## config.mk

```make
export PLATFORM = sky130hd
export DESIGN_NAME = vrt_rotate_cell
export DESIGN_NICKNAME = d
export VERILOG_FILES = /design/src/sv/vrt_pkg.sv /design/src/sv/vrt_rotate_cell.sv
export SDC_FILE = /design/constraint.sdc
export NUM_CORES = 1
export LEC_CHECK = 0
export BUFFER_PORTS_ARGS = -buffer_cell sky130_fd_sc_hd__buf_2
export CAP_MARGIN = 5
export CORE_MARGIN = 3
export CORE_UTILIZATION = 50
export DETAILED_ROUTE_END_ITERATION = 7
export PLACE_DENSITY = 0.82
export SYNTH_ARGS = -nofsm -noshare
export SYNTH_HDL_FRONTEND = slang
export SYNTH_SLANG_ARGS = --single-unit
```

## constraint.sdc

```tcl
create_clock -name clock -period 8.81 [get_ports clock]
set_input_delay 0.4405 -clock clock [delete_from_list [all_inputs] [get_ports clock]]
set_output_delay 0.4405 -clock clock [all_outputs]
set_load 0.01 [all_outputs]
```

## src/sv/vrt_pkg.sv

```systemverilog
`timescale 1ns / 1ps
package vrt_pkg;

   localparam int COORD_WIDTH_DEF     = 32;
   localparam int ROTATION_STAGES_DEF = 24;

   // angle is Q4.28 radians
   localparam int ANGLE_WIDTH     = 32;
   localparam int GUARD_BITS      = 8;
   // extra integer bits for CORDIC growth (gain ~1.65, quadrant swap, rounding)
   localparam int CORDIC_HEADROOM = 3;

   localparam longint ANGLE_PI      = 843314857;
   localparam longint ANGLE_HALF_PI = 421657428;
   localparam longint ANGLE_TWO_PI  = 1686629713;

   // limit CORDIC gain 0.60725... scaled by 2^32
   localparam logic [31:0] GAIN_K = 32'd2608131496;

   localparam int ATAN_TABLE_DEPTH = 10;
   localparam logic signed [ANGLE_WIDTH-1:0] ATAN_FIRST [0:ATAN_TABLE_DEPTH-1] = '{
      32'sd210828714, 32'sd124459457, 32'sd65760959, 32'sd33381290, 32'sd16755422,
      32'sd8385879,   32'sd4193963,   32'sd2097109,  32'sd1048571,  32'sd524287
   };

   // atan(2^-idx) in Q4.28; beyond the table it is 2^(28-idx), then zero
   function automatic logic signed [ANGLE_WIDTH-1:0] atan_step(input logic [31:0] idx);
      logic signed [ANGLE_WIDTH-1:0] r;
      if (idx < 32'(ATAN_TABLE_DEPTH)) begin
         r = ATAN_FIRST[idx[3:0]];
      end else if (idx <= 32'd28) begin
         r = 32'sd1 <<< (32'd28 - idx);
      end else begin
         r = '0;
      end
      return r;
   endfunction

endpackage

```

## src/sv/vrt_rotate_cell.sv

```systemverilog
`timescale 1ns / 1ps
module vrt_rotate_cell #(
   parameter int COORD_WIDTH = vrt_pkg::COORD_WIDTH_DEF,
   parameter int STAGE       = 0
) (
   input  logic                                  clock,
   input  logic                                  reset,
   input  logic                                  up_valid,
   output logic                                  up_ready,
   input  logic signed [COORD_WIDTH+vrt_pkg::GUARD_BITS+vrt_pkg::CORDIC_HEADROOM-1:0] x,
   input  logic signed [COORD_WIDTH+vrt_pkg::GUARD_BITS+vrt_pkg::CORDIC_HEADROOM-1:0] y,
   input  logic signed [vrt_pkg::ANGLE_WIDTH-1:0] a,
   input  logic signed [COORD_WIDTH-1:0]         tx,
   input  logic signed [COORD_WIDTH-1:0]         ty,
   output logic                                  dn_valid,
   input  logic                                  dn_ready,
   output logic signed [COORD_WIDTH+vrt_pkg::GUARD_BITS+vrt_pkg::CORDIC_HEADROOM-1:0] x_out,
   output logic signed [COORD_WIDTH+vrt_pkg::GUARD_BITS+vrt_pkg::CORDIC_HEADROOM-1:0] y_out,
   output logic signed [vrt_pkg::ANGLE_WIDTH-1:0] a_out,
   output logic signed [COORD_WIDTH-1:0]         tx_out,
   output logic signed [COORD_WIDTH-1:0]         ty_out
);
   import vrt_pkg::*;

   localparam int CW = COORD_WIDTH + GUARD_BITS + CORDIC_HEADROOM;
   localparam logic signed [ANGLE_WIDTH-1:0] ATAN_I = atan_step(32'(STAGE));

   logic                          valid_ff, valid_in, load;
   logic signed [CW-1:0]          dx, dy, x_ff, x_in, y_ff, y_in;
   logic signed [ANGLE_WIDTH-1:0] a_ff, a_in;
   logic signed [COORD_WIDTH-1:0] tx_ff, ty_ff;

   assign up_ready = !valid_ff || dn_ready;
   assign load     = up_valid && up_ready;
   assign valid_in = up_ready ? up_valid : valid_ff;

   always_comb begin
      dx = x >>> STAGE;
      dy = y >>> STAGE;
      // turn toward a zero residual angle
      if (!a[ANGLE_WIDTH-1]) begin
         x_in = x - dy;
         y_in = y + dx;
         a_in = a - ATAN_I;
      end else begin
         x_in = x + dy;
         y_in = y - dx;
         a_in = a + ATAN_I;
      end
   end

   always_ff @(posedge clock) begin
      if (reset) begin
         valid_ff <= 1'b0;
      end else begin
         valid_ff <= valid_in;
      end
   end

   always_ff @(posedge clock) begin
      if (load) begin
         x_ff  <= x_in;
         y_ff  <= y_in;
         a_ff  <= a_in;
         tx_ff <= tx;
         ty_ff <= ty;
      end
   end

   assign dn_valid = valid_ff;
   assign x_out    = x_ff;
   assign y_out    = y_ff;
   assign a_out    = a_ff;
   assign tx_out   = tx_ff;
   assign ty_out   = ty_ff;

endmodule

```

Yosys cells after proc, flatten, opt, wreduce, memory -nomap -nowiden
Index checks and enable logic that the tools add are counted.
- reduce and logical (&&, ||, !) cells: 3
- $add $sub $neg: 5
- mux-type cells: 3
- operators by type and width (cell ; number):
    2-to-1 mux 43 bit ; 2
    subtractor 43 bit ; 2
    adder 43 bit ; 1
    adder 32 x 29 -> 32 bit, second input constant ; 1
    2-to-1 mux 32 bit ; 1
    subtractor 32 x 29 -> 32 bit, second input constant ; 1
    logical AND 1 bit ; 1
    zero test 1 bit ; 1
    logical OR 1 bit ; 1
- flip-flop bits (word level): 183
- output and inout port bits: 184
- input bits: 186

Longest topological paths before layout
- depth in word-level cells: 3
- depth in mapped cells: 14
- mapped depth without buffers: 13

Least setup slack after synthesis
OpenSTA, ideal clock, no wires.
- kind: in2reg
- start: input dn_ready
- end: register a_ff[0] (netlist: a_out[0]) (enable)
- path buffers: 0
- stages: 2
- library setup time: 0.564 ns
- data required time: 8.246 ns
- arrival time: 4.792 ns
- slack: 3.454 ns
- cell sequence: nand2b_1 -> and2_1
- longest elaborated chain between the ends: 2
- ends and longest elaborated chain (what ; RTL line ; source):
    start: declaration ; vrt_rotate_cell.sv:16 ; input logic dn_ready,
    logical OR 1 bit ; vrt_rotate_cell.sv:33 ; assign up_ready = !valid_ff || dn_ready;
    logical AND 1 bit ; vrt_rotate_cell.sv:34 ; assign load = up_valid && up_ready;
    named net load ; vrt_rotate_cell.sv:28 ; logic valid_ff, valid_in, load;
    end signal: assignment ; vrt_rotate_cell.sv:64 ; a_ff <= a_in;
    end: declaration ; vrt_rotate_cell.sv:30 ; logic signed [ANGLE_WIDTH-1:0] a_ff, a_in;
The timed path passes the listed nets, and every way through them passes these cells.
A chain may end at the register's enable or synchronous reset.

Final worst setup path
- start: input a[31] (netlist bit)
- end: register a_ff[28] (netlist: a_out[28]), data pin
- longest elaborated chain between the ends: 1
- ends and longest elaborated chain (what ; RTL line ; source):
    start: declaration ; vrt_rotate_cell.sv:12 ; input logic signed [vrt_pkg::ANGLE_WIDTH-1:0] a,
    2-to-1 mux 32 bit ; vrt_rotate_cell.sv:41 ; if (!a[ANGLE_WIDTH-1]) begin
    named net a_in[28] ; vrt_rotate_cell.sv:30 ;
The timed path passes the listed nets, and every way through them passes these cells.

==> results.yml <==
synth:
  synth-seq-cells: 182
  synth.avg_cell_area_sq_um: 9.24
  synth_area_sq_um: 14500
  ys_warn_count: 0
  synth_fp_nets: 1932
  synth_top_area_share_pct: 37.4
  synthArstFlopShare_pct: 0
  synth_cell_types: 73
  synth_most_common_cell: "a21oi_1"
  synth_edf_count: 181
  synth_area_leader_cell: "edfxtp_1"
  synth_common_cells: "a21oi_1, edfxtp_1, ha_1"
  syn_inst: 1573
  synth_flop_cell: "edfxtp_1"
  synth_area_leaders: "edfxtp_1, ha_1, a21oi_1, xnor2_1, o21ai_0"
  ys_seq_area_share_pct: 37.5
worst_setup_path:
  cp_max_fo: 52
  crit_buf_inv: 3
  cp-start-kind: "input port"
  cp_cell_sequence: "buf_4, inv_2, buf_4, ha_1, and4_1, and4_1, o311ai_0, o211ai_1, o41ai_1, o21bai_1, a221oi_1, o21bai_1, a21oi_1, xnor2_1"
  max_stage_delay_ns: 0.54
  cp_slowest_cell: "buf_4"
  worstSetupEndpointType: "flip-flop"
  crit_family: "compound AO/OA/AOI/OAI gates"
  r2r_slack_ns: 6.68
  crit_type: "input port to flip-flop"
  crit_required_ns: 9.00
  arrival_ns: 4.47
clocking:
  clock-root-buffer: "clkbuf_16"
  postCtsSetupBuffers: 0
  clk_pin_slew_ns: 0.09
  cts_tree: "built"
  cts_sinks: 182
  hold_buffers: 0
  clockBufferDepth: 2
  post_cts_resized: 0
  cts_max_level: 4
  cts_buffers: 17
  clkLatencyLatePin_ns: 0.44
finish:
  design_area_sq_um: 17300
  area_growth_pct: 19.0
  nets: 2267
  nFillCells: 2476
  fin_util_pct: 61.3
  drive_above_1_share_pct: 22.1
  final_cells: 2303
timing:
  fin_crit_ns: 4.28
  skew_ns: 0.0213
  drv_slew: 0
  tightest_slew_ns: 0.993
  tns_ns: 0
  holdWs_ns: 0.137
  fin_ws_ns: 4.53
  finalHoldViolCount: 0
  fmax_ghz: 0.233
  setup_viol: 0
  finalCritPeriodShare_pct: 48.6
  slew_headroom_pct: 33.8
  rsz0062_at_grt: "no"
die:
  rows: 61
  die_x_microns: 177
  fp.dieH_microns: 177
  start_util_pct: 51.5
  die-area_sq_um: 31200
  core-area_sq_um: 28200
  io_pins: 370
global_route:
  antenna_found_initial: 5
  met1_usage_pct: 36.6
  met2_usage_pct: 50.0
  grt_remaining_overflow: 0
  grt_pass1_wl_mm: 71.5
  grt_pass1_vias: 13300
  grt.total_usage_pct: 28.8
  top_usage_layer: "met2"
  grt_max_degree: 83
  gr-usage-met3_pct: 3.89
power:
  peakVddDrop_v: 0.000113
  power_frac_comb_pct: 32.6
  switching_share_pct: 36.0
  power_mw: 2.85
  power_density_nw_per_um2: 165
  p_leak_nw: 7.73
  p_sw_mw: 1.03
  seqPwrFrac_pct: 38.8
  p_clk_share_pct: 28.5
  internal_power_mw: 1.83
drt:
  viasPerCell: 5.97
  drc: 0
  route.vias.total: 13800
  wire_per_inst_microns: 20.5
  routed_wl_mm: 47.1
  drt_pass1_iterations: 6
  first_iter_violations: 1680
  drtAntennaViolNets: 0
placement:
  pre_cts_ws_ns: 4.16
  dpl_cell_area_sq_um: 16700
  dp_hpwl_mm: 37.3
  numPortBuffers: 369
  place.gp.congestion: 0.973
  place_inst: 2267
job:
  cap_violations: 0
outcome:
  outcome: "finished clean"
min_path:
  hold_class: "input port to flip-flop"
## cells by family after synthesis
group	Yosys count	share of synthesized area [%]
muxes	15	1.03
AOI/OAI and AO/OA	545	23.4
DFF	182	37.5
buffers and inverters	205	5.43
and+or+nand+nor	346	11.1
xor gates and xnor gates	107	6.45
adders and majority gates	173	15.1
## sequential cells by signal (all words and copies together) (netlist names)
| signal | cells |
|---|---|
| a_out | 32 |
| dn_valid | 1 |
| tx_out | 32 |
| ty_out | 32 |
| x_out | 43 |
| y_out | 42 |
## power by group through the flow
stage | registers (mW) | clock network [mW] | logic (mW)
global placement | 1.13 | 0 | 0.899
finish | 1.11 | 0.814 | 0.931
detailed placement | 1.13 | 0 | 0.910
floorplan | 1.19 | 0 | 0.531
CTS | 1.11 | 0.832 | 0.916
global route | 1.12 | 0.856 | 1.01
## cell usage in the layout, fill, tap and decap left out, types with 17 or more instances in the layout
cell type / n
buf_2: 368
a21oi_1: 206
edfxtp_1: 181
ha_1: 169
inv_1: 142
nor2_1: 112
o21ai_0: 108
nand2_1: 95
xnor2_1: 92
a21o_1: 42
nor3_1: 32
o21bai_1: 31
a211oi_1: 22
o31ai_1: 19
o21a_1: 18
nand2b_1: 17
clkbuf_16: 17
## path summary, 6_finish.rpt
check	from	end	depth (start not counted)
hold / removal	reset	dn_valid	2
hold reg to reg	dn_valid	dn_valid	2
setup / recovery	a[31]	a_out[28]	14
setup reg to reg	dn_valid	y_out[17]	3
## per-layer routing
| layer | share of wire [%] | routed length [microns] |
|---|---|---|
| met3 | 8.1 | 3830 |
| met5 | 0 | 0 |
| met1 | 39 | 18500 |
| met4 | 3.7 | 1740 |
| met2 | 49 | 23000 |
## final cells by class
class | count | area [sq um] | area share, %
Antenna cell | 4 | 10.0 | 0.0578
Sequential cell | 182 | 5460 | 31.5
Clock buffer | 17 | 425 | 2.46
Timing Repair Buffer | 373 | 1880 | 10.9
Multi-Input combinational cell | 1186 | 8300 | 48.0
Inverter | 148 | 556 | 3.21
Tap cell | 378 | 473 | 2.73
Clock inverter | 15 | 208 | 1.20
Power figures use the tool's default switching activity.
