## config.mk

```make
export PLATFORM = sky130hd
export DESIGN_NAME = vrt_gain_cell
export DESIGN_NICKNAME = d
export VERILOG_FILES = /design/src/sv/vrt_pkg.sv /design/src/sv/vrt_gain_cell.sv
export SDC_FILE = /design/constraint.sdc
export NUM_CORES = 2
export LEC_CHECK = 0
export ABC_AREA = 1
export BUFFER_PORTS_ARGS = -buffer_cell sky130_fd_sc_hd__buf_2
export CORE_MARGIN = 4
export CORE_UTILIZATION = 60
export DETAILED_ROUTE_END_ITERATION = 8
export PLACE_DENSITY = 0.89
export SLEW_MARGIN = 40
export SYNTH_ARGS = -nofsm -noshare
export SYNTH_HDL_FRONTEND = slang
export SYNTH_SLANG_ARGS = --single-unit
export TNS_END_PERCENT = 30
```

## constraint.sdc

```tcl
create_clock -name clock -period 15.7 [get_ports clock]
set_input_delay 3.14 -clock clock [delete_from_list [all_inputs] [get_ports clock]]
set_output_delay 3.14 -clock clock [all_outputs]
set_load 0.03 [all_outputs]
```

## src/sv/vrt_pkg.sv

```systemverilog
`timescale 1ns / 1ps
package vrt_pkg;

   localparam int COORD_WIDTH_DEF     = 32;
   localparam int ROTATION_STAGES_DEF = 24;

   // angle is Q4.28 radians
   localparam int ANGLE_WIDTH     = 32;
   localparam int GUARD_BITS      = 8;
   // extra integer bits for CORDIC growth (gain ~1.65, quadrant swap, rounding)
   localparam int CORDIC_HEADROOM = 3;

   localparam longint ANGLE_PI      = 843314857;
   localparam longint ANGLE_HALF_PI = 421657428;
   localparam longint ANGLE_TWO_PI  = 1686629713;

   // limit CORDIC gain 0.60725... scaled by 2^32
   localparam logic [31:0] GAIN_K = 32'd2608131496;

   localparam int ATAN_TABLE_DEPTH = 10;
   localparam logic signed [ANGLE_WIDTH-1:0] ATAN_FIRST [0:ATAN_TABLE_DEPTH-1] = '{
      32'sd210828714, 32'sd124459457, 32'sd65760959, 32'sd33381290, 32'sd16755422,
      32'sd8385879,   32'sd4193963,   32'sd2097109,  32'sd1048571,  32'sd524287
   };

   // atan(2^-idx) in Q4.28; beyond the table it is 2^(28-idx), then zero
   function automatic logic signed [ANGLE_WIDTH-1:0] atan_step(input logic [31:0] idx);
      logic signed [ANGLE_WIDTH-1:0] r;
      if (idx < 32'(ATAN_TABLE_DEPTH)) begin
         r = ATAN_FIRST[idx[3:0]];
      end else if (idx <= 32'd28) begin
         r = 32'sd1 <<< (32'd28 - idx);
      end else begin
         r = '0;
      end
      return r;
   endfunction

endpackage

```

## src/sv/vrt_gain_cell.sv

```systemverilog
`timescale 1ns / 1ps
module vrt_gain_cell #(
   parameter int COORD_WIDTH = vrt_pkg::COORD_WIDTH_DEF
) (
   input  logic                                  clock,
   input  logic                                  reset,
   input  logic                                  up_valid,
   output logic                                  up_ready,
   input  logic signed [COORD_WIDTH:0]           x,
   input  logic signed [COORD_WIDTH:0]           y,
   input  logic signed [vrt_pkg::ANGLE_WIDTH-1:0] a,
   input  logic signed [COORD_WIDTH-1:0]         tx,
   input  logic signed [COORD_WIDTH-1:0]         ty,
   output logic                                  dn_valid,
   input  logic                                  dn_ready,
   output logic signed [COORD_WIDTH+vrt_pkg::GUARD_BITS+vrt_pkg::CORDIC_HEADROOM-1:0] x_out,
   output logic signed [COORD_WIDTH+vrt_pkg::GUARD_BITS+vrt_pkg::CORDIC_HEADROOM-1:0] y_out,
   output logic signed [vrt_pkg::ANGLE_WIDTH-1:0] a_out,
   output logic signed [COORD_WIDTH-1:0]         tx_out,
   output logic signed [COORD_WIDTH-1:0]         ty_out
);
   import vrt_pkg::*;

   localparam int QW   = COORD_WIDTH + 1;
   localparam int CW   = COORD_WIDTH + GUARD_BITS + CORDIC_HEADROOM;
   localparam int HW   = (QW > 32) ? QW - 32 : 1;
   localparam int UW   = HW + 32;
   localparam int PHW  = HW + 32;
   localparam int LSW  = 65;
   localparam int SUMW = PHW + GUARD_BITS + 1;
   localparam logic [LSW-1:0] GAIN_RND = LSW'(1) << (31 - GUARD_BITS);

   // stage one: magnitude times K as two partial products
   logic                          v1_ff, v1_in, rdy1, load1;
   logic                          negx_ff, negy_ff;
   logic [63:0]                   plx_ff, plx_in, ply_ff, ply_in;
   logic [PHW-1:0]                phx_ff, phx_in, phy_ff, phy_in;
   logic signed [ANGLE_WIDTH-1:0] a1_ff;
   logic signed [COORD_WIDTH-1:0] tx1_ff, ty1_ff;
   logic [QW-1:0]                 ux, uy;
   logic [UW-1:0]                 ux_ext, uy_ext;

   // stage two: combine, round, restore sign
   logic                          v2_ff, v2_in, rdy2, load2;
   logic [LSW-1:0]                lsx, lsy;
   logic [SUMW-1:0]               sumx, sumy;
   logic signed [CW-1:0]          magx, magy, x2_ff, x2_in, y2_ff, y2_in;
   logic signed [ANGLE_WIDTH-1:0] a2_ff;
   logic signed [COORD_WIDTH-1:0] tx2_ff, ty2_ff;

   assign rdy2     = !v2_ff || dn_ready;
   assign rdy1     = !v1_ff || rdy2;
   assign up_ready = rdy1;
   assign load1    = up_valid && rdy1;
   assign load2    = v1_ff && rdy2;
   assign v1_in    = rdy1 ? up_valid : v1_ff;
   assign v2_in    = rdy2 ? v1_ff : v2_ff;

   always_comb begin
      ux     = x[QW-1] ? QW'(-x) : QW'(x);
      uy     = y[QW-1] ? QW'(-y) : QW'(y);
      ux_ext = UW'(ux);
      uy_ext = UW'(uy);
      plx_in = 64'(ux_ext[31:0]) * 64'(GAIN_K);
      ply_in = 64'(uy_ext[31:0]) * 64'(GAIN_K);
      phx_in = PHW'(ux_ext[UW-1:32]) * PHW'(GAIN_K);
      phy_in = PHW'(uy_ext[UW-1:32]) * PHW'(GAIN_K);
   end

   always_comb begin
      lsx   = {1'b0, plx_ff} + GAIN_RND;
      lsy   = {1'b0, ply_ff} + GAIN_RND;
      sumx  = SUMW'({phx_ff, {GUARD_BITS{1'b0}}}) + SUMW'(lsx[LSW-1:32-GUARD_BITS]);
      sumy  = SUMW'({phy_ff, {GUARD_BITS{1'b0}}}) + SUMW'(lsy[LSW-1:32-GUARD_BITS]);
      magx  = CW'(sumx);
      magy  = CW'(sumy);
      x2_in = negx_ff ? -magx : magx;
      y2_in = negy_ff ? -magy : magy;
   end

   always_ff @(posedge clock) begin
      if (reset) begin
         v1_ff <= 1'b0;
         v2_ff <= 1'b0;
      end else begin
         v1_ff <= v1_in;
         v2_ff <= v2_in;
      end
   end

   always_ff @(posedge clock) begin
      if (load1) begin
         negx_ff <= x[QW-1];
         negy_ff <= y[QW-1];
         plx_ff  <= plx_in;
         ply_ff  <= ply_in;
         phx_ff  <= phx_in;
         phy_ff  <= phy_in;
         a1_ff   <= a;
         tx1_ff  <= tx;
         ty1_ff  <= ty;
      end
      if (load2) begin
         x2_ff  <= x2_in;
         y2_ff  <= y2_in;
         a2_ff  <= a1_ff;
         tx2_ff <= tx1_ff;
         ty2_ff <= ty1_ff;
      end
   end

   assign dn_valid = v2_ff;
   assign x_out    = x2_ff;
   assign y_out    = y2_ff;
   assign a_out    = a2_ff;
   assign tx_out   = tx2_ff;
   assign ty_out   = ty2_ff;

endmodule

```

Word level (Yosys, flattened, before mapping)
Cells that the tools add are included.
{ "totals": {"regBits": 464, "out_inout_bits": 184, "word_cells": 40} }
{ "op_classes": {"n_addsub": 8, "multipliers": 4, "n_mux": 4, "n_reduce_logical": 6} }
{ "ops": {"columns": ["cell", "count"], "rows": [
  ["64-bit by 24-bit adder with 65-bit output, second input constant", 2],
  ["32-bit by 29-bit multiplier with 61-bit output, second input constant", 2],
  ["42-bit negator with 43-bit output", 2],
  ["41-bit by 41-bit adder with 42-bit output", 2],
  ["42-bit two-way mux", 2],
  ["33-bit two-way mux", 2],
  ["33-bit negator", 2],
  ["1-bit by 29-bit multiplier with 30-bit output, second input constant", 2],
  ["1-bit logical AND", 2],
  ["1-bit logical NOT", 2],
  ["1-bit logical OR", 2]
]} }

Longest topological paths before layout
{ "depth": {"word_depth": 4, "mapped_depth": 43, "ltp_nobuf": 43} }

Worst setup path before layout
No wires, ideal clock.
{ "synth_path": {"kind": "input -> register", "from": "input dn_ready", "to": "register a2_ff[0], in the netlist a_out[0], enable pin", "setup_ns": 0.784, "arrival_time_ns": 11.911, "slack_ns": 3.005, "cell_stages": 2, "n_path_buf": 0, "path_cell_list": "inv_1 -> a21oi_1"} }
{ "synth_between": {"elab_chain_cells": 2} }
{ "synth_lines": {"columns": ["element", "line_no", "source"], "rows": [
  ["start: declaration", "vrt_gain_cell.sv:15", "input logic dn_ready,"],
  ["1-bit logical OR", "vrt_gain_cell.sv:51", "assign rdy2 = !v2_ff || dn_ready;"],
  ["1-bit logical AND", "vrt_gain_cell.sv:55", "assign load2 = v1_ff && rdy2;"],
  ["via load2", "vrt_gain_cell.sv:44", "logic v2_ff, v2_in, rdy2, load2;"],
  ["end signal: assignment", "vrt_gain_cell.sv:106", "a2_ff <= a1_ff;"],
  ["end: declaration", "vrt_gain_cell.sv:48", "logic signed [ANGLE_WIDTH-1:0] a2_ff;"]
]} }
The timed path passes the listed nets, and every way through them passes these cells.
A chain may end at the register's enable or synchronous reset.

Worst setup path after layout
{ "layout_path": {"from": "input y[0]", "to": "register ply_ff[55] (data pin)"} }
{ "layout_between": {"elab_chain_cells": 3} }
{ "layout_lines": {"columns": ["element", "line_no", "source"], "rows": [
  ["start: declaration", "vrt_gain_cell.sv:10", "input logic signed [COORD_WIDTH:0] y,"],
  ["33-bit negator", "vrt_gain_cell.sv:61", "uy = y[QW-1] ? QW'(-y) : QW'(y);"],
  ["33-bit two-way mux (*)", "vrt_gain_cell.sv:61", null],
  ["32-bit by 29-bit multiplier with 61-bit output (*)", "vrt_gain_cell.sv:65", "ply_in = 64'(uy_ext[31:0]) * 64'(GAIN_K);"],
  ["via ply_in[55]", "vrt_gain_cell.sv:36", "logic [63:0] plx_ff, plx_in, ply_ff, ply_in;"],
  ["end signal: assignment", "vrt_gain_cell.sv:96", "ply_ff <= ply_in;"],
  ["end: declaration", "vrt_gain_cell.sv:36", null]
]} }
The timed path passes the listed nets; every way through them passes the cells marked *.

==> impl_metrics.py <==
metrics = {
    "outcome": {
        "status": "finished clean",
    },
    "worst_hold_path": {
        "holdCritStartpoint": "ty1_ff[6]",
        "hp-class": "flip-flop to flip-flop",
        "min_path_cells": 0,
        "hold_path_end": "ty_out[6]",
    },
    "route": {
        "drtIter0Drc": 3874,
        "route.detailed.drc": 0,
        "final_antenna_net_count": 0,
        "dr.pass1.iters": 8,
        "num_vias": 43900,
        "vias_per_cell": 5.51,
        "finalWirelength_um": 162000,
        "wire_per_inst_um": 20.3,
    },
    "critical_path": {
        "arrival_ps": 13090,
        "path_common_cell": "inv_1",
        "reg2reg_slack_ps": 11020,
        "crit_path_max_incr_delay_ps": 620,
        "critPathSlowestCell": "xnor2_2",
        "r2r-end": "x_out[41]",
        "cp_max_fo": 11,
        "critPathLaunchType": "input pin",
        "worstPathRequired_ps": 16010,
        "crit_type": "input pin to flip-flop",
        "reg2reg_depth": 27,
        "reg2reg_from": "plx_ff[24]",
        "end_kind": "flip-flop",
    },
    "global_route": {
        "grt_pass1_vias": 45900,
        "grt_util_met1_pct": 44.8,
        "grt_max_degree": 117,
        "grt_use_met3_pct": 9.86,
        "busiest_layer": "met2",
        "track_usage_pct": 32.2,
        "grt.overflow.total": 0,
        "use_met2_pct": 50.5,
        "antenna_found_initial": 6,
        "grt_pass1_wl_um": 254000,
    },
    "die": {
        "start_util_pct": 60.5,
        "num_rows": 113,
        "pin_count": 350,
        "die-area_um2": 101000,
        "fp.dieH_um": 318,
        "die_x_um": 318,
        "design.core.area_um2": 95200,
    },
    "timing": {
        "rsz0062_at_grt": "no",
        "finalCriticalPeriod_ps": 12780,
        "period_share_pct": 81.4,
        "hold_violations": 0,
        "slew_headroom_pct": 39.4,
        "drv_slew": 0,
        "clock_skew_ps": 26.2,
        "setup-tns-final_ps": 0,
        "fmax_mhz": 78.3,
        "setup_viol": 0,
        "tightest_slew_ps": 906,
    },
    "synth": {
        "synth.distinct_cells": 55,
        "synth_top_area_cell": "fa_1",
        "yosys-top-cells-area": "fa_1, edfxtp_1, ha_1",
        "synthArstFlopShare_pct": 0,
        "avgSynthCellArea_um2": 9.18,
        "ys_top_cells_by_count": "inv_1, fa_1, nand2_1, ha_1, nor2_1",
        "ys.flop_type": "edfxtp_1",
        "synth.cell_area_um2": 57600,
        "synth.most_common_cell": "inv_1",
        "netlist_instances": 6270,
        "syn-num-nets": 8082,
        "synth-edff-count": 364,
        "ys_ff_latch": 366,
        "synth.top_cell.area_share_pct": 30.9,
        "synth-seq-area-share_pct": 19.1,
        "synth_warnings": 0,
    },
    "place": {
        "port_buffers": 349,
        "gp_congestion": 1.05,
        "hpwl_um": 142000,
    },
    "cts": {
        "clkLatencyLatePin_ps": 560,
        "postCtsHoldBufs": 0,
        "clk_pin_slew_worst_paths_ps": 70,
        "cts_tree": "done",
        "clock_path_buffers": 3,
        "root_buffer": "clkbuf_16",
        "post_cts_resized": 0,
        "clock_sinks": 366,
        "htreeDepth": 2,
        "cts_setup_buffers": 0,
        "cts-buffers-inserted": 34,
    },
    "run": {
        "maxCapViolCount": 0,
    },
    "final_layout": {
        "areaGrowthSynthToFinish_pct": 8.50,
        "final_nets": 8493,
        "drive_above_1_share_pct": 8.48,
        "fill_cells": 7577,
    },
}
## layout by cell type, fill, tap and decap left out, types with 4 or more instances in the layout
cell type     n
inv_1      1696
fa_1        890
nand2_1     867
ha_1        756
nor2_1      472
edfxtp_1    364
buf_2       349
a21oi_1     220
nand3_1     206
xor2_1      200
o21ai_0     117
xnor2_1      71
nand4_1      68
a31oi_1      44
buf_4        39
nor3_1       38
clkbuf_16    34
nand2_2      31
nor2_2       29
nor4_1       17
o21a_1       16
xor2_2       12
o21bai_1     12
nand3b_1     12
nor2_4       11
a21o_1       10
or2_2        10
a21boi_0      9
o31ai_1       8
nand3_2       8
o221ai_1      7
clkbuf_1      6
o21ai_1       5
o211ai_1      5
inv_6         5
clkinv_2      5
nand2_4       4
## worst max path at each step
stage | slack, ps | from | to | cells past startpoint
finish | 2920 | y[0] | ply_ff[55] | 40
detailed placement | 2370 | y[0] | ply_ff[55] | 40
global route | 2180 | y[0] | ply_ff[55] | 40
global placement | 2510 | y[0] | ply_ff[55] | 40
floorplan | 3010 | dn_ready | a_out[0] | 2
CTS | 2980 | y[0] | ply_ff[55] | 40
## worst max-delay path, delay by kind of cell
family / cells / cell delay (ps)
AOI/OAI and AO/OA: 5 / 1180
xor gates and xnor gates: 2 / 710
adders and majority gates: 10 / 4630
buffers and inverters: 10 / 1210
and+or+nand+nor: 13 / 2210
## routing by layer
layer | vias up | wire [um]
met3 | 266 | 18600
met4 | 4 | 3780
met1 | 21400 | 67500
li1 | 20200 | -
met2 | 2073 | 71800
met5 | - | 27
## state kept, by name, indices dropped and copies added (netlist names), 32 cells and up
signal,cells
a1_ff,32
a_out,32
plx_ff,41
ply_ff,41
tx1_ff,32
tx_out,32
ty1_ff,32
ty_out,32
x_out,43
y_out,43
## cell families (layout without fill, tap and decap cells)
group           Yosys count  after routing  share of synthesized area [%]
fa+ha+maj              1646           1646                           47.4
compound gates          464            464                           4.52
simple gates           1788           1788                           13.4
buf+inv                1717           2153                           11.2
other cells               0              2                              0
xor+xnor                289            289                           4.47
flops                   366            366                           19.1
## stage by stage
| stage | cells | worst slack, ps | area, um^2 | utilization, % | hold slack, ps |
|---|---|---|---|---|---|
| after floorplan | 6270 | 3010 | 57600 | - | 400 |
| after global placement | 7909 | 2510 | 61200 | 64.3 | 401 |
| after detailed placement | 7910 | 2370 | 61300 | 64.4 | 405 |
| after CTS | 7971 | 2980 | 62400 | 65.6 | 405 |
| after global routing | 7973 | 2180 | 62500 | 65.7 | 412 |
| final | 7973 | 2920 | 62500 | 65.7 | 407 |
## final cells by class
cell class	count	area (um^2)	share of cell area (%)
tap	1265	1580	2.53
multi-input combinational	4187	40300	64.5
antenna	2	5.00	0.00801
sequential	366	11000	17.6
inverter	1700	6390	10.2
clock buffer	40	873	1.40
timing repair buffer	392	2110	3.38
clock inverter	21	251	0.403
Power is left out: the tool's default activity adds up to more than one toggle a clock period on the data nets, which glitch-free logic cannot reach.
