<file path="src/sv/vrt_pkg.sv">
`timescale 1ns / 1ps
package vrt_pkg;

   localparam int COORD_WIDTH_DEF     = 32;
   localparam int ROTATION_STAGES_DEF = 24;

   // angle is Q4.28 radians
   localparam int ANGLE_WIDTH     = 32;
   localparam int GUARD_BITS      = 8;
   // extra integer bits for CORDIC growth (gain ~1.65, quadrant swap, rounding)
   localparam int CORDIC_HEADROOM = 3;

   localparam longint ANGLE_PI      = 843314857;
   localparam longint ANGLE_HALF_PI = 421657428;
   localparam longint ANGLE_TWO_PI  = 1686629713;

   // limit CORDIC gain 0.60725... scaled by 2^32
   localparam logic [31:0] GAIN_K = 32'd2608131496;

   localparam int ATAN_TABLE_DEPTH = 10;
   localparam logic signed [ANGLE_WIDTH-1:0] ATAN_FIRST [0:ATAN_TABLE_DEPTH-1] = '{
      32'sd210828714, 32'sd124459457, 32'sd65760959, 32'sd33381290, 32'sd16755422,
      32'sd8385879,   32'sd4193963,   32'sd2097109,  32'sd1048571,  32'sd524287
   };

   // atan(2^-idx) in Q4.28; beyond the table it is 2^(28-idx), then zero
   function automatic logic signed [ANGLE_WIDTH-1:0] atan_step(input logic [31:0] idx);
      logic signed [ANGLE_WIDTH-1:0] r;
      if (idx < 32'(ATAN_TABLE_DEPTH)) begin
         r = ATAN_FIRST[idx[3:0]];
      end else if (idx <= 32'd28) begin
         r = 32'sd1 <<< (32'd28 - idx);
      end else begin
         r = '0;
      end
      return r;
   endfunction

endpackage

</file>
<file path="src/sv/vrt_back_cell.sv">
`timescale 1ns / 1ps
module vrt_back_cell #(
   parameter int COORD_WIDTH = vrt_pkg::COORD_WIDTH_DEF
) (
   input  logic                          clock,
   input  logic                          reset,
   input  logic                          up_valid,
   output logic                          up_ready,
   input  logic signed [COORD_WIDTH+vrt_pkg::GUARD_BITS+vrt_pkg::CORDIC_HEADROOM-1:0] x,
   input  logic signed [COORD_WIDTH+vrt_pkg::GUARD_BITS+vrt_pkg::CORDIC_HEADROOM-1:0] y,
   input  logic signed [COORD_WIDTH-1:0] tx,
   input  logic signed [COORD_WIDTH-1:0] ty,
   output logic                          dn_valid,
   input  logic                          dn_ready,
   output logic signed [COORD_WIDTH-1:0] new_x,
   output logic signed [COORD_WIDTH-1:0] new_y,
   output logic                          overflow
);
   import vrt_pkg::*;

   localparam int CW = COORD_WIDTH + GUARD_BITS + CORDIC_HEADROOM;
   localparam int RW = CW - GUARD_BITS;
   localparam int SW = RW + 1;
   localparam logic [CW-1:0] ROUND_HALF =
      {{(CW-GUARD_BITS){1'b0}}, 1'b1, {(GUARD_BITS-1){1'b0}}};
   localparam logic [COORD_WIDTH-1:0] SAT_MAX = {1'b0, {(COORD_WIDTH-1){1'b1}}};
   localparam logic [COORD_WIDTH-1:0] SAT_MIN = {1'b1, {(COORD_WIDTH-1){1'b0}}};

   logic                          valid_ff, valid_in, load;
   logic [CW-1:0]                 rx, ry;
   logic [SW-1:0]                 sx, sy;
   logic                          ovx, ovy;
   logic signed [COORD_WIDTH-1:0] nx_ff, nx_in, ny_ff, ny_in;
   logic                          ovf_ff, ovf_in;

   assign up_ready = !valid_ff || dn_ready;
   assign load     = up_valid && up_ready;
   assign valid_in = up_ready ? up_valid : valid_ff;

   always_comb begin
      // drop guard bits, round half up
      rx = x + ROUND_HALF;
      ry = y + ROUND_HALF;
      sx = {rx[CW-1], rx[CW-1:GUARD_BITS]} +
           {{(SW-COORD_WIDTH){tx[COORD_WIDTH-1]}}, tx};
      sy = {ry[CW-1], ry[CW-1:GUARD_BITS]} +
           {{(SW-COORD_WIDTH){ty[COORD_WIDTH-1]}}, ty};
      // out of range when the top bits disagree
      ovx = !(&sx[SW-1:COORD_WIDTH-1]) && (|sx[SW-1:COORD_WIDTH-1]);
      ovy = !(&sy[SW-1:COORD_WIDTH-1]) && (|sy[SW-1:COORD_WIDTH-1]);
      nx_in  = ovx ? (sx[SW-1] ? SAT_MIN : SAT_MAX) : sx[COORD_WIDTH-1:0];
      ny_in  = ovy ? (sy[SW-1] ? SAT_MIN : SAT_MAX) : sy[COORD_WIDTH-1:0];
      ovf_in = ovx || ovy;
   end

   always_ff @(posedge clock) begin
      if (reset) begin
         valid_ff <= 1'b0;
      end else begin
         valid_ff <= valid_in;
      end
   end

   always_ff @(posedge clock) begin
      if (load) begin
         nx_ff  <= nx_in;
         ny_ff  <= ny_in;
         ovf_ff <= ovf_in;
      end
   end

   assign dn_valid = valid_ff;
   assign new_x    = nx_ff;
   assign new_y    = ny_ff;
   assign overflow = ovf_ff;

endmodule

</file>
<file path="config.mk">
export PLATFORM = sky130hd
export DESIGN_NAME = vrt_back_cell
export DESIGN_NICKNAME = d
export VERILOG_FILES = /design/src/sv/vrt_pkg.sv /design/src/sv/vrt_back_cell.sv
export SDC_FILE = /design/constraint.sdc
export NUM_CORES = 1
export LEC_CHECK = 0
export BUFFER_PORTS_ARGS = -buffer_cell sky130_fd_sc_hd__clkbuf_2
export CORE_MARGIN = 2
export CORE_UTILIZATION = 40
export CTS_BUF_LIST = sky130_fd_sc_hd__clkbuf_16
export CTS_CLUSTER_DIAMETER = 40
export DETAILED_ROUTE_END_ITERATION = 16
export GPL_ROUTABILITY_DRIVEN = 0
export GPL_TIMING_DRIVEN = 0
export RECOVER_POWER = 25
export SYNTH_ARGS = -nofsm -noshare
export SYNTH_HDL_FRONTEND = slang
export SYNTH_SLANG_ARGS = --single-unit
export TNS_END_PERCENT = 1
</file>
<file path="constraint.sdc">
create_clock -name clock -period 12.2 [get_ports clock]
set_input_delay 1.83 -clock clock [delete_from_list [all_inputs] [get_ports clock]]
set_output_delay 1.83 -clock clock [all_outputs]
set_load 0.01 [all_outputs]
</file>
## After elaboration in Yosys (flattened, before gate mapping)

Index checks and enable logic that the tools add are counted.
W data, S select, Z words.

| storage, ports and cells | value |
|---|---|
| register bits | 66 |
| output and inout port bits | 67 |
| logic and storage cells | 24 |

| cells by class | value |
|---|---|
| add/subtract/negate cells | 4 |
| mux-type cells | 4 |
| reductions and logical operators | 12 |

Operators with widths:

| cell | count |
|---|---|
| $mux W32 | 4 |
| $add A43 B8 Y43 const B | 2 |
| $add A35 B32 Y36 | 2 |
| $reduce_and A5 Y1 | 2 |
| $reduce_or A5 Y1 | 2 |
| $logic_and A1 B1 Y1 | 3 |
| $logic_not A1 Y1 | 3 |
| $logic_or A1 B1 Y1 | 2 |

## Longest topological paths before layout

| logic depth | value |
|---|---|
| word-level depth | 6 |
| mapped depth | 21 |

## Worst setup path before layout

Ideal clock, no wire load.

| timing | value |
|---|---|
| path kind | input -> register |
| from | input port x[9] in the netlist's numbering |
| to | register ovf_ff (netlist: overflow) (data pin) |
| setup time | 0.266 ns |
| arrival | 5.696 ns |
| required time | 11.934 ns |
| setup slack | 6.238 ns |
| stages on the path | 20 |
| path buffers | 1 |
| path through | and3_1 -> nand4_1 -> nor3_1 -> nand2_1 -> or3_1 -> nor2_1 -> nand4_1 -> nor2_1 -> xor2_1 -> ha_1 -> a21oi_1 -> o21ai_0 -> nor2_1 -> nor4b_2 -> a21oi_2 -> or4b_1 -> and3_4 -> o31ai_4 -> buf_6 -> o211ai_1 |

| between the ends | value |
|---|---|
| longest elaborated chain between the ends | 6 |
| elaborated cells on any way between the ends | 7 |

RTL lines:

| item | RTL line | text |
|---|---|---|
| start: declaration | vrt_back_cell.sv:9 | `input logic signed [COORD_WIDTH+vrt_pkg::GUARD_BITS+vrt_pkg::CORDIC_HEADROOM-1:0] x,` |
| $add A43 B8 Y43 * | vrt_back_cell.sv:42 | `rx = x + ROUND_HALF;` |
| $add A35 B32 Y36 * | vrt_back_cell.sv:44 | `sx = {rx[CW-1], rx[CW-1:GUARD_BITS]} +` |
| $reduce_and A5 Y1 | vrt_back_cell.sv:49 | `ovx = !(&sx[SW-1:COORD_WIDTH-1]) && (\|sx[SW-1:COORD_WIDTH-1]);` |
| $logic_not A1 Y1 | vrt_back_cell.sv:49 |  |
| $logic_and A1 B1 Y1 * | vrt_back_cell.sv:49 |  |
| $logic_or A1 B1 Y1 * | vrt_back_cell.sv:53 | `ovf_in = ovx \|\| ovy;` |
| net ovf_in | vrt_back_cell.sv:34 | `logic ovf_ff, ovf_in;` |
| end signal: assignment | vrt_back_cell.sv:68 | `ovf_ff <= ovf_in;` |
| end: declaration | vrt_back_cell.sv:34 |  |

The timed path passes the listed nets; every way through them passes the cells marked *.
A chain may end at the register's enable or synchronous reset.

## Worst setup path in the final report

| timing | value |
|---|---|
| from | input port y[9] in the netlist's numbering |
| to | register ny_ff[26] (netlist: new_y[26]) (data pin) |

| between the ends | value |
|---|---|
| longest elaborated chain between the ends | 6 |
| elaborated cells on any way between the ends | 8 |

RTL lines:

| item | RTL line | text |
|---|---|---|
| start: declaration | vrt_back_cell.sv:10 | `input logic signed [COORD_WIDTH+vrt_pkg::GUARD_BITS+vrt_pkg::CORDIC_HEADROOM-1:0] y,` |
| $add A43 B8 Y43 * | vrt_back_cell.sv:43 | `ry = y + ROUND_HALF;` |
| $add A35 B32 Y36 * | vrt_back_cell.sv:46 | `sy = {ry[CW-1], ry[CW-1:GUARD_BITS]} +` |
| $reduce_and A5 Y1 | vrt_back_cell.sv:50 | `ovy = !(&sy[SW-1:COORD_WIDTH-1]) && (\|sy[SW-1:COORD_WIDTH-1]);` |
| $logic_not A1 Y1 | vrt_back_cell.sv:50 |  |
| $logic_and A1 B1 Y1 | vrt_back_cell.sv:50 |  |
| $mux W32 * | vrt_back_cell.sv:52 | `ny_in = ovy ? (sy[SW-1] ? SAT_MIN : SAT_MAX) : sy[COORD_WIDTH-1:0];` |
| net ny_in[26] | vrt_back_cell.sv:33 | `logic signed [COORD_WIDTH-1:0] nx_ff, nx_in, ny_ff, ny_in;` |
| end signal: assignment | vrt_back_cell.sv:67 | `ny_ff <= ny_in;` |
| end: declaration | vrt_back_cell.sv:33 |  |

Marked as above.

==> impl_results.md <==
* Clk network pwr share at 28.8%
* Combinational power share at 40.9%
* Status: completed
* DIE HEIGHT at 142 um
* Worst path most repeated cell: nor3_1
* Switching share of power at 35.4%
* Post-cts sizing count at 0
* Crit. End Element: flip-flop
* Worst-path clk slew at 0.06 ns
* Vias in the first global route at 6646
* Top cells by area, synth: edfxtp_1 25%, ha_1 12%, xnor2_1 9.5%, a21oi_1 5.1%, a21o_1 5.0%
* Post-synth ARST share at 0%
* Root buffer cell: clkbuf_16
* Cell with the most instances after synthesis: xnor2_1
* Die width at 142 um
* Main flop type after synthesis: edfxtp_1
* FMAX at 153 MHz
* Synth top area share at 25.4%
* Rows at 50
* Yosys reg bits at 66
* Final Critical Period at 6.56 ns
* Antenna Nets Post-Route at 0
* Hold-fix buffers, CTS at 0
* Post-synth EDFFs at 65
* Lkg Pwr at 3.86 nW
* Rel. slew slack at 40.4%
* Internal at 0.000638 W
* Synthesized-area fraction occupied by and/or/nand/nor cells at 18.3%
* Crit start category: input pin
* Synth-to-Final Area Change at 20.8%
* MaxCap Viol Count at 0
* Netlist cell types at 71
* DR DRC count at 0
* Post-synthesis xor/xnor area fraction at 14.4%
* Setup Skew at 0.00326 ns
* Max-slew violation count at 0
* RSZ-0062 raised after global routing: false
* Placed inst area at 0.00900 mm^2
* Syn Std Cell Area at 0.00767 mm^2
* Drt pass-1 iters at 5
* Peak VDD IR at 58.1 uV
* Placed wire-length estimate at 17.0 mm
* Worst-path cell chain: clkbuf_2, and3_1, and2_1, nand4_1, nor3_1, nand4_1, nor2_1, nand3_1, xnor2_1, ha_1, nand2_1, nor3_1, nand3_1, a2111oi_2, nor3_1, nor2_1, a31oi_4, buf_2, a21oi_1
* Via density at 5.34
* Largest net degree at the start of global routing at 66
* Sink Count at 66
* Pwr/cell area at 107 mW/mm^2
* CTS tree: yes
* Buffers on Ports at 206
* Worst EP required at 12.36 ns
* Setup TNS at 0 ns
* Tot GR Track Use at 19.9%
* Final setup vio count at 0
* Syn Nets at 1119
* Final wirelength at 20.5 mm
* Layout cells sized above 1 at 19.7%
* CTS Buf Count at 9
* Ant diodes at 0
* Hold_sp: dn_valid
* Post-Synth Adder-Cell Area at 12.6%
* I/O Pins at 221
* Die area at 0.0203 mm^2
* Final instance area at 0.00926 mm^2
* Worst Path Arrival at 6.71 ns
* Largest family of logic cells by synthesized area: compound AO/OA/AOI/OAI gates
* Net switching power at 0.000350 W
* Crit Path Class: in -> reg
* Clock buffer depth at 2
* Max stage delay on crit path at 0.49 ns
* Avg Synthesized Cell Area at 8.63 um^2
* Min-delay worst type: reg -> reg
* Initial antenna violation count at 0
* Share of power burned in registers at 30.4%
* Via count at 7179
* Post-synth top cells: 83 x xnor2_1, 80 x nand2_1, 78 x a21oi_1, 74 x ha_1, 65 x edfxtp_1
* Post-synth top area cell: edfxtp_1
* Total grt overflow at 0
* Mapped Cells at 889
* Mux contribution to synthesized area at 0.131%
* Final nets at 1336
* Crit-path slowest cell: nor2_1
* Initial Util at 40.9%
* Fin crit share at 53.7%
* Post-synthesis sequential area ratio at 25.7%
* WL per Instance at 15.2 um
* Compound-Gate Fraction of Synth Area at 25.9%
* Global-route wire length before repair at 32.7 mm
* Post-CTS Setup Bufs at 0
* Final Hold Viols at 0
* 1st-iter DRT viols at 331
* Worst R2R Start: dn_valid
* CP max FO at 10
* Yosys warnings at 0
* Worst-Skew Late Latency at 0.34 ns
* Worst Setup SP: y[9]
* Slew @ Worst Pin at 0.895 ns
* Core area at 0.0188 mm^2
* H-Tree Depth at 3
[path summary, 6_finish.rpt]
kind         cells past startpoint   endpoint  slack, ns
max reg2reg                      2  new_x[24]      10.63
min reg2reg                      2   dn_valid       0.52
max                             19  new_y[26]       5.64
min                              2   dn_valid       0.52
[power by group through the flow]
stage                     combinational [W]  sequential (W)  clock (W)
final                              0.000404        0.000300   0.000284
after floorplan                    0.000267        0.000317          0
after CTS                          0.000410        0.000300   0.000290
after global routing               0.000449        0.000302   0.000297
after global placement             0.000405        0.000306          0
after detailed placement           0.000407        0.000305          0
[layout make-up]
class | instances | area, um^2
plain buffers | 22 | 133
clock buffers | 9 | 225
clock inverters | 7 | 101
fillers | 1889 | 9510
inverters | 26 | 97.6
multi-input cells | 775 | 5470
flip-flops and latches | 66 | 1970
well taps | 234 | 293
repair buffers | 206 | 971
[metal layers]
metal,vias to the layer above,global-route usage (%),wire length (um)
li1,3754,-,-
met1,3223,27.5,9870
met2,184,33.4,9470
met3,18,2.05,886
met4,0,4.53,231
met5,-,0,0
[cells by family (layout without fill, tap and decap cells)]
family | after synthesis | in the layout
buffers and inverters | 48 | 270
AO/OA/AOI/OAI | 289 | 289
AND/OR/NAND/NOR | 284 | 284
XOR/XNOR | 125 | 125
flip-flops | 66 | 66
adder cells (fa/ha/maj) | 76 | 76
multiplexers | 1 | 1
[critical path: cells and delay by family]
family,cells,cell delay (ns)
AOI/OAI and AO/OA,3,0.86
xor gates and xnor gates,1,0.15
adders and majority gates,1,0.38
buffers and inverters,2,0.38
and+or+nand+nor,12,3.11
[cells in the final DEF (no fill, tap or decap), types with 3 or more instances in the layout]
master / n
clkbuf_2: 158
xnor2_1: 83
nand2_1: 80
a21oi_1: 78
ha_1: 74
edfxtp_1: 65
nor2_1: 61
clkbuf_1: 52
a21o_1: 51
xor2_1: 41
nand3_1: 38
o21ai_0: 33
inv_1: 25
nand4_1: 23
nor3_1: 21
o21a_1: 17
o21ai_1: 16
buf_2: 13
and3_1: 12
o21bai_1: 11
and2_1: 10
nor2b_1: 9
clkbuf_16: 9
o211ai_1: 8
a31oi_1: 8
a211oi_1: 7
a21boi_0: 7
or3_1: 6
a21oi_2: 6
o31ai_1: 6
a41o_1: 6
a211o_1: 5
nand2b_1: 5
buf_6: 4
o31a_1: 4
and4_1: 3
o2111ai_1: 3
nand3b_1: 3
[registers in the layout, summed over array words and instances, names as in the netlist]
signal and flops:
dn_valid 1, overflow 1, new_x 32, new_y 32
[per-stage QoR]
| step | setup WS (ns) | cells | hold WS [ns] | util [%] | total power [W] |
|---|---|---|---|---|---|
| floorplan | 6.24 | 889 | 0.593 | - | 0.000584 |
| global placement | 5.21 | 1329 | 0.499 | 47.9 | 0.000711 |
| detailed placement | 5.25 | 1329 | 0.517 | 47.9 | 0.000712 |
| CTS | 5.57 | 1345 | 0.524 | 49.7 | 0.00100 |
| global route | 5.04 | 1345 | 0.547 | 49.4 | 0.00105 |
| finish | 5.64 | 1345 | 0.520 | 49.4 | 0.000987 |
No activity file was read; power rests on OpenSTA's default activity.
